$ cat src/design/mffd_pkg.sv
// ----------------------------------------------------------------------------
// mffd_pkg: shared types and constants of the motor feedback frame decoder
// Payload structs, result codes, register indexes and the CRC-8 byte update.
// ----------------------------------------------------------------------------
package mffd_pkg;

  // Frame layout
  localparam int FRAME_LEN   = 10;
  localparam int CRC_LEN     = FRAME_LEN - 1;
  localparam int STORE_DEPTH = 8;              // bytes 0..7 are kept for decode
  localparam logic [7:0] CRC_POLY = 8'h8C;     // reflected CRC-8/Maxim
  localparam logic [3:0] FRAME_LEN_CNT = 4'(FRAME_LEN);
  localparam logic [3:0] LAST_BYTE_CNT = 4'(FRAME_LEN - 1);

  // Position wrap limits, 32768 counts per turn
  localparam logic signed [17:0] HALF_TURN = 18'sd16384;
  localparam logic signed [17:0] FULL_TURN = 18'sd32768;

  // Result queue depth between front and back
  localparam int QDEPTH = 2;

  // Configuration register indexes
  localparam logic [1:0] CFG_WHEEL0_ID    = 2'd0;
  localparam logic [1:0] CFG_WHEEL1_ID    = 2'd1;
  localparam logic [1:0] CFG_WHEEL0_SCALE = 2'd2;
  localparam logic [1:0] CFG_WHEEL1_SCALE = 2'd3;

  typedef enum logic [1:0] {
    ST_OK    = 2'd0,
    ST_SHORT = 2'd1,
    ST_CRC   = 2'd2,
    ST_ID    = 2'd3
  } status_t;

  typedef struct packed {
    logic [7:0] rx_byte;
    logic       wheel_slot;
    logic       timeout;
  } in_t;

  typedef struct packed {
    logic               result_wheel;
    status_t            status;
    logic [3:0]         bytes_received;
    logic signed [23:0] velocity_rpm;
    logic signed [15:0] current_raw;
    logic signed [47:0] position_counts;
  } out_t;

  // One ended frame as classified by the front
  typedef struct packed {
    logic       wheel;
    status_t    status;
    logic [3:0] bytes_received;
    logic [15:0] current;
    logic [15:0] velocity;
    logic [15:0] raw_pos;
  } evt_t;

  // Advance the CRC by one byte, LSB first
  function automatic logic [7:0] crc_byte(input logic [7:0] crc, input logic [7:0] b);
    logic [7:0] c;
    c = crc;
    for (int k = 0; k < 8; k++) begin
      if (c[0] ^ b[k]) begin
        c = (c >> 1) ^ CRC_POLY;
      end else begin
        c = c >> 1;
      end
    end
    return c;
  endfunction

endpackage

$ cat src/design/motor_feedback_frame_decoder_core.sv
// ----------------------------------------------------------------------------
// motor_feedback_frame_decoder_core: motor feedback frame decoder top level
// Decodes 10-byte CRC-8/Maxim protected feedback frames for up to two wheels.
// ----------------------------------------------------------------------------
// The block takes one received byte (or a timeout marker) per cycle while
// in_ready is high and gives one result per ended frame: on the tenth byte,
// or on a timeout item, which reports a short frame. The result of a frame
// passes the result queue, the stage B registers and the output register
// before out_valid rises; the output register and the two-entry result queue
// between the byte front end and the position back end keep bytes flowing
// while a result waits. in_ready falls only while that queue is full, so a
// downstream that takes results at least as fast as frames end never stalls
// the input. Wheel ids and scales are written through cfg_we/cfg_index/cfg_data
// and take effect on the next frame end; write them only while no frame result
// is pending. Position accumulates per wheel in counts and wraps at 48 bits.
module motor_feedback_frame_decoder_core #(
  parameter int WHEEL_COUNT = 2
) (
  input  logic           clk,
  input  logic           rst,
  input  logic           in_valid,
  output logic           in_ready,
  input  mffd_pkg::in_t  in_data,
  output logic           out_valid,
  input  logic           out_ready,
  output mffd_pkg::out_t out_data,
  input  logic           cfg_we,
  input  logic [1:0]     cfg_index,
  input  logic [7:0]     cfg_data
);

  logic [WHEEL_COUNT-1:0][7:0] wheel_id;
  logic [WHEEL_COUNT-1:0][7:0] wheel_scale;

  logic           q_push;
  logic           q_full;
  logic           q_pop;
  logic           q_valid;
  mffd_pkg::evt_t q_in;
  mffd_pkg::evt_t q_out;

  // Configuration registers, one id and one scale per wheel
  for (genvar w = 0; w < WHEEL_COUNT; w++) begin : g_cfg
    localparam logic [1:0] ID_IDX    = (w == 0) ? mffd_pkg::CFG_WHEEL0_ID
                                                : mffd_pkg::CFG_WHEEL1_ID;
    localparam logic [1:0] SCALE_IDX = (w == 0) ? mffd_pkg::CFG_WHEEL0_SCALE
                                                : mffd_pkg::CFG_WHEEL1_SCALE;
    always_ff @(posedge clk) begin
      if (rst) begin
        wheel_id[w]    <= 8'd0;
        wheel_scale[w] <= 8'd1;
      end else if (cfg_we) begin
        if (cfg_index == ID_IDX) begin
          wheel_id[w] <= cfg_data;
        end
        if (cfg_index == SCALE_IDX) begin
          wheel_scale[w] <= cfg_data;
        end
      end
    end
  end

  mffd_front #(
    .WHEEL_COUNT (WHEEL_COUNT)
  ) u_front (
    .clk      (clk),
    .rst      (rst),
    .in_valid (in_valid),
    .in_ready (in_ready),
    .in_data  (in_data),
    .wheel_id (wheel_id),
    .q_full   (q_full),
    .q_push   (q_push),
    .q_data   (q_in)
  );

  mffd_queue u_queue (
    .clk       (clk),
    .rst       (rst),
    .push      (q_push),
    .push_data (q_in),
    .full      (q_full),
    .pop       (q_pop),
    .not_empty (q_valid),
    .pop_data  (q_out)
  );

  mffd_back #(
    .WHEEL_COUNT (WHEEL_COUNT)
  ) u_back (
    .clk         (clk),
    .rst         (rst),
    .wheel_scale (wheel_scale),
    .q_valid     (q_valid),
    .q_data      (q_out),
    .q_pop       (q_pop),
    .out_valid   (out_valid),
    .out_ready   (out_ready),
    .out_data    (out_data)
  );

endmodule

$ cat src/design/mffd_front.sv
// ----------------------------------------------------------------------------
// mffd_front: byte collection and frame classification
// Counts bytes, runs the CRC, keeps bytes 0..7 and emits one event per frame.
// ----------------------------------------------------------------------------
module mffd_front #(
  parameter int WHEEL_COUNT = 2
) (
  input  logic                        clk,
  input  logic                        rst,
  input  logic                        in_valid,
  output logic                        in_ready,
  input  mffd_pkg::in_t               in_data,
  input  logic [WHEEL_COUNT-1:0][7:0] wheel_id,
  input  logic                        q_full,
  output logic                        q_push,
  output mffd_pkg::evt_t              q_data
);

  logic [3:0] byte_count;
  logic [7:0] running_crc;
  logic [7:0] frame_store [mffd_pkg::STORE_DEPTH];

  logic accept;
  logic end_frame;
  logic slot;
  logic [7:0] exp_id;

  assign in_ready = !q_full;
  assign accept   = in_valid && in_ready;

  // Saturate the slot to the last wheel
  assign slot   = (32'(in_data.wheel_slot) >= WHEEL_COUNT) ? 1'(WHEEL_COUNT - 1)
                                                            : in_data.wheel_slot;
  assign exp_id = wheel_id[slot];

  assign end_frame = accept && !in_data.timeout && (byte_count == mffd_pkg::LAST_BYTE_CNT);
  assign q_push    = end_frame || (accept && in_data.timeout);

  // Classify the ending frame
  always_comb begin
    q_data.wheel    = slot;
    q_data.current  = {frame_store[2], frame_store[3]};
    q_data.velocity = {frame_store[4], frame_store[5]};
    q_data.raw_pos  = {frame_store[6], frame_store[7]};
    if (in_data.timeout) begin
      q_data.status         = mffd_pkg::ST_SHORT;
      q_data.bytes_received = byte_count;
    end else begin
      q_data.bytes_received = mffd_pkg::FRAME_LEN_CNT;
      if (in_data.rx_byte != running_crc) begin
        q_data.status = mffd_pkg::ST_CRC;
      end else if (frame_store[0] != exp_id) begin
        q_data.status = mffd_pkg::ST_ID;
      end else begin
        q_data.status = mffd_pkg::ST_OK;
      end
    end
  end

  // Advance count and CRC, restart on frame end
  always_ff @(posedge clk) begin
    if (rst) begin
      byte_count  <= '0;
      running_crc <= '0;
    end else if (accept) begin
      if (q_push) begin
        byte_count  <= '0;
        running_crc <= '0;
      end else begin
        byte_count  <= byte_count + 4'd1;
        running_crc <= mffd_pkg::crc_byte(running_crc, in_data.rx_byte);
      end
    end
  end

  // Hold the bytes needed for decode
  always_ff @(posedge clk) begin
    if (accept && !in_data.timeout && (byte_count < 4'(mffd_pkg::STORE_DEPTH))) begin
      frame_store[byte_count[2:0]] <= in_data.rx_byte;
    end
  end

endmodule

$ cat src/design/mffd_queue.sv
// ----------------------------------------------------------------------------
// mffd_queue: small event queue between front and back
// Two-entry FIFO; push and pop may happen in the same cycle.
// ----------------------------------------------------------------------------
module mffd_queue (
  input  logic           clk,
  input  logic           rst,
  input  logic           push,
  input  mffd_pkg::evt_t push_data,
  output logic           full,
  input  logic           pop,
  output logic           not_empty,
  output mffd_pkg::evt_t pop_data
);

  localparam int PW = $clog2(mffd_pkg::QDEPTH);
  localparam int CW = $clog2(mffd_pkg::QDEPTH + 1);

  mffd_pkg::evt_t entry [mffd_pkg::QDEPTH];
  logic [PW-1:0]  wr_ptr;
  logic [PW-1:0]  rd_ptr;
  logic [CW-1:0]  count;

  assign full      = (count == CW'(mffd_pkg::QDEPTH));
  assign not_empty = (count != '0);
  assign pop_data  = entry[rd_ptr];

  // Advance pointers and fill count
  always_ff @(posedge clk) begin
    if (rst) begin
      wr_ptr <= '0;
      rd_ptr <= '0;
      count  <= '0;
    end else begin
      if (push) begin
        wr_ptr <= wr_ptr + PW'(1);
      end
      if (pop) begin
        rd_ptr <= rd_ptr + PW'(1);
      end
      if (push && !pop) begin
        count <= count + CW'(1);
      end else if (pop && !push) begin
        count <= count - CW'(1);
      end
    end
  end

  // Store event
  always_ff @(posedge clk) begin
    if (push) begin
      entry[wr_ptr] <= push_data;
    end
  end

endmodule

$ cat src/design/mffd_back.sv
// ----------------------------------------------------------------------------
// mffd_back: position tracking and result formatting
// Stage A unwraps the position delta and scales it; stage B accumulates and
// loads the output register.
// ----------------------------------------------------------------------------
module mffd_back #(
  parameter int WHEEL_COUNT = 2
) (
  input  logic                        clk,
  input  logic                        rst,
  input  logic [WHEEL_COUNT-1:0][7:0] wheel_scale,
  input  logic                        q_valid,
  input  mffd_pkg::evt_t              q_data,
  output logic                        q_pop,
  output logic                        out_valid,
  input  logic                        out_ready,
  output mffd_pkg::out_t              out_data
);

  // Per-wheel tracking state
  logic [15:0]        last_raw [WHEEL_COUNT];
  logic               pos_seen [WHEEL_COUNT];
  logic signed [47:0] pos_total [WHEEL_COUNT];

  // Stage A combinational
  logic signed [7:0]  scale_a;
  logic [15:0]        last_eff;
  logic signed [17:0] d_raw;
  logic signed [17:0] d_wrap;
  logic               ok_a;

  // Stage B registers
  logic                b_valid;
  logic                b_wheel;
  mffd_pkg::status_t   b_status;
  logic [3:0]          b_bytes;
  logic signed [15:0]  b_current;
  logic signed [23:0]  b_vel;
  logic signed [25:0]  b_prod;

  logic               b_adv;
  logic signed [47:0] total_next;

  assign b_adv = b_valid && (!out_valid || out_ready);
  assign q_pop = q_valid && (!b_valid || b_adv);
  assign ok_a  = (q_data.status == mffd_pkg::ST_OK);

  // Unwrap the position delta into half a turn
  always_comb begin
    scale_a  = $signed(wheel_scale[q_data.wheel]);
    last_eff = pos_seen[q_data.wheel] ? last_raw[q_data.wheel] : q_data.raw_pos;
    d_raw    = $signed({2'b00, q_data.raw_pos}) - $signed({2'b00, last_eff});
    if (d_raw > mffd_pkg::HALF_TURN) begin
      d_wrap = d_raw - mffd_pkg::FULL_TURN;
    end else if (d_raw < -mffd_pkg::HALF_TURN) begin
      d_wrap = d_raw + mffd_pkg::FULL_TURN;
    end else begin
      d_wrap = d_raw;
    end
  end

  // Latch last position on good frames
  always_ff @(posedge clk) begin
    if (rst) begin
      for (int w = 0; w < WHEEL_COUNT; w++) begin
        last_raw[w] <= '0;
        pos_seen[w] <= 1'b0;
      end
    end else if (q_pop && ok_a) begin
      last_raw[q_data.wheel] <= q_data.raw_pos;
      pos_seen[q_data.wheel] <= 1'b1;
    end
  end

  // Stage B valid
  always_ff @(posedge clk) begin
    if (rst) begin
      b_valid <= 1'b0;
    end else if (q_pop) begin
      b_valid <= 1'b1;
    end else if (b_adv) begin
      b_valid <= 1'b0;
    end
  end

  // Stage B payload: scale velocity and delta
  always_ff @(posedge clk) begin
    if (q_pop) begin
      b_wheel   <= q_data.wheel;
      b_status  <= q_data.status;
      b_bytes   <= q_data.bytes_received;
      b_current <= $signed(q_data.current);
      b_vel     <= scale_a * $signed(q_data.velocity);
      b_prod    <= scale_a * d_wrap;
    end
  end

  assign total_next = pos_total[b_wheel] - {{22{b_prod[25]}}, b_prod};

  // Accumulate position
  always_ff @(posedge clk) begin
    if (rst) begin
      for (int w = 0; w < WHEEL_COUNT; w++) begin
        pos_total[w] <= '0;
      end
    end else if (b_adv && (b_status == mffd_pkg::ST_OK)) begin
      pos_total[b_wheel] <= total_next;
    end
  end

  // Output register
  always_ff @(posedge clk) begin
    if (rst) begin
      out_valid <= 1'b0;
    end else if (b_adv) begin
      out_valid <= 1'b1;
    end else if (out_ready) begin
      out_valid <= 1'b0;
    end
  end

  always_ff @(posedge clk) begin
    if (b_adv) begin
      out_data.result_wheel   <= b_wheel;
      out_data.status         <= b_status;
      out_data.bytes_received <= b_bytes;
      if (b_status == mffd_pkg::ST_OK) begin
        out_data.velocity_rpm    <= b_vel;
        out_data.current_raw     <= b_current;
        out_data.position_counts <= total_next;
      end else begin
        out_data.velocity_rpm    <= '0;
        out_data.current_raw     <= '0;
        out_data.position_counts <= '0;
      end
    end
  end

endmodule

$ cat config.mk
export PLATFORM = sky130hd
export DESIGN_NAME = motor_feedback_frame_decoder_core
export DESIGN_NICKNAME = d
export VERILOG_FILES = /design/src/design/mffd_pkg.sv /design/src/design/motor_feedback_frame_decoder_core.sv /design/src/design/mffd_front.sv /design/src/design/mffd_queue.sv /design/src/design/mffd_back.sv
export SDC_FILE = /design/constraint.sdc
export NUM_CORES = 1
export LEC_CHECK = 0
export BUFFER_PORTS_ARGS = -buffer_cell sky130_fd_sc_hd__buf_2
export CORE_MARGIN = 4
export CORE_UTILIZATION = 50
export CTS_CLUSTER_SIZE = 30
export DETAILED_ROUTE_END_ITERATION = 6
export GPL_TIMING_DRIVEN = 0
export HOLD_SLACK_MARGIN = 0.1
export PLACE_DENSITY = 0.67
export SYNTH_ARGS = -nofsm -noshare
export SYNTH_HDL_FRONTEND = slang
export SYNTH_SLANG_ARGS = --single-unit
$ cat constraint.sdc
create_clock -name clk -period 17.2 [get_ports clk]
set_input_delay 0.86 -clock clk [delete_from_list [all_inputs] [get_ports clk]]
set_output_delay 0.86 -clock clk [all_outputs]
set_load 0.01 [all_outputs]
# [Word level (Yosys, flattened, before mapping)]
# Memories as Yosys holds them, arrays and structs flattened. A register that Yosys moved wholly into a read port is not among the register bits.
# Cells that the tools add are included.
# Widths: inputs -> output; s select.
[word_totals] regBits=218 ram_bits=304 input_bits=25 out_inout_bits=97 word_cells=172 mem_count=5
[mem_list] memory="u_queue.entry" depth=2 width=55 read_ports=1 rd_clocked_by_memory_dff=1 write_ports=1 line_no="mffd_queue.sv:19" text="mffd_pkg::evt_t entry [mffd_pkg::QDEPTH];"
[mem_list] memory="u_back.pos_total" depth=2 width=48 read_ports=1 rd_clocked_by_memory_dff=1 write_ports=2 line_no="mffd_back.sv:23" text="logic signed [47:0] pos_total [WHEEL_COUNT];"
[mem_list] memory="u_front.frame_store" depth=8 width=8 read_ports=7 rd_clocked_by_memory_dff=0 write_ports=1 line_no="mffd_front.sv:21" text="logic [7:0] frame_store [mffd_pkg::STORE_DEPTH];"
[mem_list] memory="u_back.last_raw" depth=2 width=16 read_ports=1 rd_clocked_by_memory_dff=0 write_ports=2 line_no="mffd_back.sv:21" text="logic [15:0] last_raw [WHEEL_COUNT];"
[mem_list] memory="u_back.pos_seen" depth=2 width=1 read_ports=1 rd_clocked_by_memory_dff=0 write_ports=2 line_no="mffd_back.sv:22" text="logic pos_seen [WHEEL_COUNT];"
[op_classes] add_sub_neg=9 multipliers=2 n_lt_le_gt_ge=5 eq_ne=7 mux=71 bitwise=16 n_reduce_logical=34
[ops] cell="$mux 8" count=34
[ops] cell="$mux 48" count=1
[ops] cell="$reduce_or 48->1" count=1
[ops] cell="$sub 48x48->48" count=1
[ops] cell="$mux 18" count=2
[ops] cell="$mux 16" count=2
[ops] cell="$mul 8x18->26" count=1
[ops] cell="$mux 1" count=26
[ops] cell="$mul 8x16->24" count=1
[ops] cell="$not 2->3" count=8
[ops] cell="$add 18x17->18 const B" count=1
[ops] cell="$gt 18x16->1 const B" count=1
[ops] cell="$lt 18x15->1 const B" count=1
[ops] cell="$sub 18x17->18 const B" count=1
[ops] cell="$sub 16x16->17" count=1
[ops] cell="$ne 8x8->1" count=2
[ops] cell="$reduce_or 16->1" count=1
[ops] cell="$logic_and 1x1->1" count=11
[ops] cell="$mux 2" count=4
[ops] cell="$reduce_and 2->1" count=4
[ops] cell="$reduce_bool 2->1" count=4
[ops] cell="$xor 1x1->1" count=8
[ops] cell="$eq 2x2->1 const B" count=3
[ops] cell="$logic_not 1->1" count=6
[ops] cell="13 further kinds" count=19

# [Depth between registers and ports, before layout]
[depth] word_depth=42 mapped_depth=37 ltp_nobuf=35

# [Cells and area by module]
# Synthesis repeated with hierarchy kept, for this count alone.
[unflattened] cells_unflattened=2828 hier_area_um2=32718.9
[by_module_without_submodules] mod="mffd_back" n_inst=1 cells_per_inst=2341 area_each_um2=24537.3
[by_module_without_submodules] mod="mffd_queue" n_inst=1 cells_per_inst=193 area_each_um2=4196.5
[by_module_without_submodules] mod="mffd_front" n_inst=1 cells_per_inst=177 area_each_um2=2703.8
[by_module_without_submodules] mod="motor_feedback_frame_decoder_core" n_inst=1 cells_per_inst=117 area_each_um2=1281.2

# [Worst setup path before layout]
# Ideal clock, no wire load.
[synth_path] kind="reg2reg" from="reg (tool-made name)" to="reg u_back.b_prod[25], data pin" t_arrival_ns=8.508 path_slack_ns=8.432 path_stages_with_launch=35 path_buffers=4 cell_sequence="dfxtp_1 > buf_4 > mux2i_4 > buf_1 > buf_1 > buf_1 > a211oi_1 > a21oi_1 > ha_1 > inv_1 > fa_1 > or3_1 > o31a_1 > nand4_2 > a21oi_1 > o31ai_2 > a21oi_1 > ha_1 > nand2b_1 > o21a_2 > or2_1 > fa_1 > fa_1 > inv_1 > fa_1 > inv_1 > fa_1 > inv_1 > ha_1 > or2_2 > a21oi_1 > a31oi_1 > a211o_1 > a21oi_1 > xnor2_1"
[synth_rtl] item="to (signal assigned)" line_no="mffd_back.sv:94" text="b_prod <= scale_a * d_wrap;"
[synth_rtl] item="to (decl)" line_no="mffd_back.sv:39" text="logic signed [25:0] b_prod;"

==> impl_metrics.prom <==
# TYPE chip_impl_metric gauge
chip_impl_metric{name="ys_seq_elements",unit=""} 516
chip_impl_metric{name="die_area",unit="µm²"} 68000
chip_impl_metric{name="postCtsSetupBuffers",unit=""} 0
chip_impl_metric{name="cts_hold_repair.buffers",unit=""} 0
chip_impl_metric{name="finClkSkew",unit="ns"} 0.0339
chip_impl_metric{name="num-nets-final",unit=""} 3397
chip_impl_metric{name="max_cap_viol_count",unit=""} 0
chip_impl_info{name="main_combinational_cell_family_by_area_after_synthesis",value="adder cells"} 1
chip_impl_metric{name="synth_top_cell_area_share",unit="%"} 43.5
chip_impl_metric{name="placement.cell_area",unit="µm²"} 33700
chip_impl_metric{name="detailedRoute.firstIterationViolations",unit=""} 1271
chip_impl_metric{name="worst-endpoint-required",unit="ns"} 17.55
chip_impl_metric{name="cts_inserted_buffers",unit=""} 53
chip_impl_metric{name="total_gr_overflow",unit=""} 0
chip_impl_metric{name="netSwitchingPower",unit="mW"} 2.72
chip_impl_metric{name="detailedRoute.firstPassIterationCount",unit=""} 5
chip_impl_metric{name="final_design_area_no_fill",unit="µm²"} 35500
chip_impl_metric{name="placeable_core_region",unit="µm²"} 63200
chip_impl_metric{name="synthesis.instances",unit=""} 2805
chip_impl_metric{name="global_route.usage.total",unit="%"} 21.1
chip_impl_metric{name="power.clock.fraction",unit="%"} 17.7
chip_impl_metric{name="worst_hold_path.num_cells",unit=""} 0
chip_impl_metric{name="number_of_antenna_violations_at_the_first_check_in_global_routing",unit=""} 3
chip_impl_metric{name="drc_errors",unit=""} 0
chip_impl_metric{name="drt_via_density",unit=""} 5.36
chip_impl_metric{name="initial_core_util",unit="%"} 50.5
chip_impl_metric{name="grt_first_pass_wirelength",unit="mm"} 114
chip_impl_metric{name="crit_path_max_incr_delay",unit="ns"} 0.62
chip_impl_metric{name="p_leak",unit="nW"} 14.6
chip_impl_metric{name="netlist-cell-type-count",unit=""} 77
chip_impl_metric{name="ir_drop",unit="mV"} 0.101
chip_impl_metric{name="std_cell_rows",unit=""} 92
chip_impl_metric{name="dp.final_hpwl",unit="mm"} 53.6
chip_impl_metric{name="fillCellCount",unit=""} 5311
chip_impl_metric{name="seq_area_frac_synth",unit="%"} 46.8
chip_impl_metric{name="synthArstFlopShare",unit="%"} 0
chip_impl_metric{name="timing.final.max_slew_violations",unit=""} 0
chip_impl_metric{name="headroom_to_the_max_slew_limit",unit="%"} 2.26
chip_impl_metric{name="switching_share",unit="%"} 41.7
chip_impl_info{name="worst_hold_path_type",value="reg2reg"} 1
chip_impl_metric{name="largest_net_degree_at_the_start_of_global_routing",unit=""} 54
chip_impl_metric{name="rr_worst_depth",unit=""} 34
chip_impl_metric{name="timing.fmax",unit="MHz"} 98.5
chip_impl_metric{name="synth_mux_area_share",unit="%"} 5.54
chip_impl_metric{name="portBuffers",unit=""} 119
chip_impl_info{name="status",value="finished, final reports clean"} 1
chip_impl_metric{name="setup-violations-final",unit=""} 0
chip_impl_metric{name="drive_gt1_share",unit="%"} 11.3
chip_impl_metric{name="comb_power_share",unit="%"} 54.9
chip_impl_info{name="netlist_top_cells_area",value="edfxtp_1, fa_1, ha_1"} 1
chip_impl_info{name="cts.root.buffer_cell",value="clkbuf_16"} 1
chip_impl_metric{name="ant_nets",unit=""} 0
chip_impl_metric{name="globalplace.congestion",unit=""} 0.888
chip_impl_info{name="timing.critical_path.to_type",value="flop"} 1
chip_impl_metric{name="worst_ep_arrival_time",unit="ns"} 10.51
chip_impl_metric{name="number_of_global_route_vias_before_repair",unit=""} 21500
chip_impl_metric{name="cts.reportedPaths.clkPinSlew",unit="ns"} 0.06
chip_impl_info{name="critical_path_class",value="reg2reg"} 1
chip_impl_metric{name="clock_insertion_delay_worst_skew",unit="ns"} 0.61
chip_impl_metric{name="cts.sinks",unit=""} 516
chip_impl_info{name="clock_tree_from_tritoncts",value="yes"} 1
chip_impl_metric{name="instances_no_fill",unit=""} 3881
chip_impl_info{name="synthFlopType",value="edfxtp_1"} 1
chip_impl_metric{name="dr_total_vias",unit=""} 20800
chip_impl_metric{name="dpl.cell_count",unit=""} 3779
chip_impl_metric{name="synth-adder-area-share",unit="%"} 20.2
chip_impl_metric{name="drt-total-wl",unit="mm"} 71.1
chip_impl_metric{name="floorplan.io_pins",unit=""} 122
chip_impl_metric{name="worstPathMaxFanout",unit=""} 10
chip_impl_metric{name="pwr_density_cell",unit="nW/µm²"} 184
chip_impl_metric{name="power.total",unit="mW"} 6.53
chip_impl_metric{name="edff_count_synth",unit=""} 462
chip_impl_metric{name="die-height",unit="µm"} 261
chip_impl_metric{name="intPower",unit="mW"} 3.80
chip_impl_metric{name="htree_levels",unit=""} 2
chip_impl_metric{name="synth_compound_area_share",unit="%"} 6.19
chip_impl_info{name="synth.largest_area_cell",value="edfxtp_1"} 1
chip_impl_metric{name="pwr-share-seq",unit="%"} 27.4
chip_impl_metric{name="area_delta_synth_final",unit="%"} 11.3
chip_impl_metric{name="finalWorstPathRequiredPeriod",unit="ns"} 10.15
chip_impl_metric{name="synth.cell_area",unit="µm²"} 31900
chip_impl_metric{name="post_synth_and_or_nand_nor_area_fraction",unit="%"} 12.4
chip_impl_info{name="worst_setup_path_start_kind",value="flop"} 1
chip_impl_info{name="grt_setup_unrepaired",value="false"} 1
chip_impl_metric{name="synth_xor_area_share",unit="%"} 3.96
chip_impl_metric{name="avgSynthCellArea",unit="µm²"} 11.4
chip_impl_metric{name="route.detailed.wl_per_inst",unit="µm"} 18.3
chip_impl_metric{name="postCtsResizedCells",unit=""} 0
chip_impl_metric{name="synth.yosys.warnings",unit=""} 0
chip_impl_metric{name="cts.path.max_buffers",unit=""} 3
chip_impl_info{name="crit_path_top_delay_cell",value="buf_1"} 1
chip_impl_metric{name="fin_crit_sh",unit="%"} 59.0
chip_impl_metric{name="synth.net_count",unit=""} 3213
chip_impl_metric{name="worst_pin_slew",unit="ns"} 1.43
chip_impl_metric{name="hold_viol",unit=""} 0
chip_impl_metric{name="die_w",unit="µm"} 261
chip_impl_metric{name="tns",unit="ns"} 0
critical path, delay by kind of cell, from the launching register on:
family	cells	cell delay [ns]
AOI/OAI and AO/OA	14	3.07
xor gates and xnor gates	2	0.65
muxes	1	0.39
DFF	1	0.30
adders and majority gates	7	2.71
buffers and inverters	7	2.13
and+or+nand+nor	3	0.64
worst paths after layout:
kind	end	slack, ns	start
setup / recovery	u_back.b_prod[24]$_DFFE_PP_	7.05	flop
hold / removal	u_back.out_data[91]$_DFFE_PP_	0.42	u_back.b_bytes[3]$_DFFE_PP_
hold reg to reg	u_back.out_data[91]$_DFFE_PP_	0.42	u_back.b_bytes[3]$_DFFE_PP_
setup reg to reg	u_back.b_prod[24]$_DFFE_PP_	7.05	flop
cell usage in the layout, fill, tap and decap left out, types with 85 or more instances in the layout:
| master | n |
|---|---|
| a21oi_1 | 109 |
| nand2_1 | 162 |
| fa_1 | 220 |
| xnor2_1 | 86 |
| edfxtp_1 | 462 |
| nor2_1 | 449 |
| inv_1 | 326 |
| ha_1 | 163 |
| buf_2 | 119 |
| clkbuf_1 | 85 |
power groups by stage:
| stage | clock network [mW] | logic (mW) | registers [mW] |
|---|---|---|---|
| global route | 1.23 | 4.02 | 1.81 |
| global placement | 0 | 3.44 | 1.83 |
| finish | 1.15 | 3.58 | 1.79 |
| detailed placement | 0 | 3.57 | 1.82 |
| floorplan | 0 | 2.69 | 1.84 |
| CTS | 1.18 | 3.59 | 1.79 |
registers in the layout, summed over array words and instances, names as in the netlist, 4 cells and up, named ones only:
name                 flops
u_back.b_bytes           4
u_back.last_raw         32
wheel_id                16
u_back.b_prod           26
u_back.b_current        16
u_front.running_crc      8
u_back.out_data         95
u_front.frame_store     56
u_queue.entry          110
u_front.byte_count       4
u_back.pos_total        96
u_back.b_vel            24
wheel_scale             16
kinds of logic (layout without fill, tap and decap cells):
family | after synthesis | after routing
other | 0 | 2
multiplexers | 165 | 165
flip-flops | 516 | 516
adder cells (fa/ha/maj) | 383 | 383
XOR/XNOR | 141 | 141
buffers and inverters | 418 | 646
AO/OA/AOI/OAI | 304 | 304
AND/OR/NAND/NOR | 878 | 878
area by class of cell:
class	instances	area, µm²	share of cell area, %
Tap cell	846	1060	2.98
Inverter	328	1240	3.48
Clock buffer	65	1400	3.95
Clock inverter	34	355	1.00
Sequential cell	516	15000	42.1
Buffer	90	343	0.965
Multi-Input combinational cell	1871	15400	43.4
Antenna cell	2	5.00	0.0141
Timing Repair Buffer	129	767	2.16
synth_stat cells (9+ instances only):
| cell | instances |
|---|---|
| inv_1 | 328 |
| and2_1 | 59 |
| nand2_1 | 162 |
| o21bai_1 | 9 |
| a21oi_1 | 109 |
| mux2i_1 | 83 |
| a22oi_1 | 9 |
| buf_1 | 13 |
| dfxtp_1 | 54 |
| nor2_1 | 449 |
| nor2b_1 | 18 |
| xnor2_1 | 86 |
| or2_2 | 28 |
| fa_1 | 220 |
| xor2_1 | 51 |
| nand2b_1 | 42 |
| a211oi_1 | 11 |
| a21o_1 | 38 |
| a31oi_1 | 13 |
| edfxtp_1 | 462 |
| ha_1 | 163 |
| and3_1 | 12 |
| clkbuf_1 | 75 |
| o21ai_0 | 47 |
| nand4_1 | 23 |
| nand3_1 | 22 |
| mux2_2 | 80 |
| nor3_1 | 25 |
layer usage:
metal / vias to the layer above / part of all wire [%] / track usage, %
met3: 129 / 5.2 / 3.54
met4: 2 / 2.7 / 5.96
met2: 527 / 49 / 36.6
met1: 10300 / 43 / 27.6
met5: - / 0.0098 / 0
li1: 9853 / - / -
per-stage QoR:
| stage | worst slack (ns) | util [%] | hold slack [ns] |
|---|---|---|---|
| finish | 7.05 | 56.2 | 0.423 |
| global route | 6.49 | 56.2 | 0.433 |
| CTS | 7.06 | 56.2 | 0.419 |
| detailed placement | 7.06 | 53.4 | 0.405 |
| global placement | 7.24 | 53.1 | 0.408 |
| floorplan | 8.43 | - | 0.400 |
(Power assumes the default switching activity.)
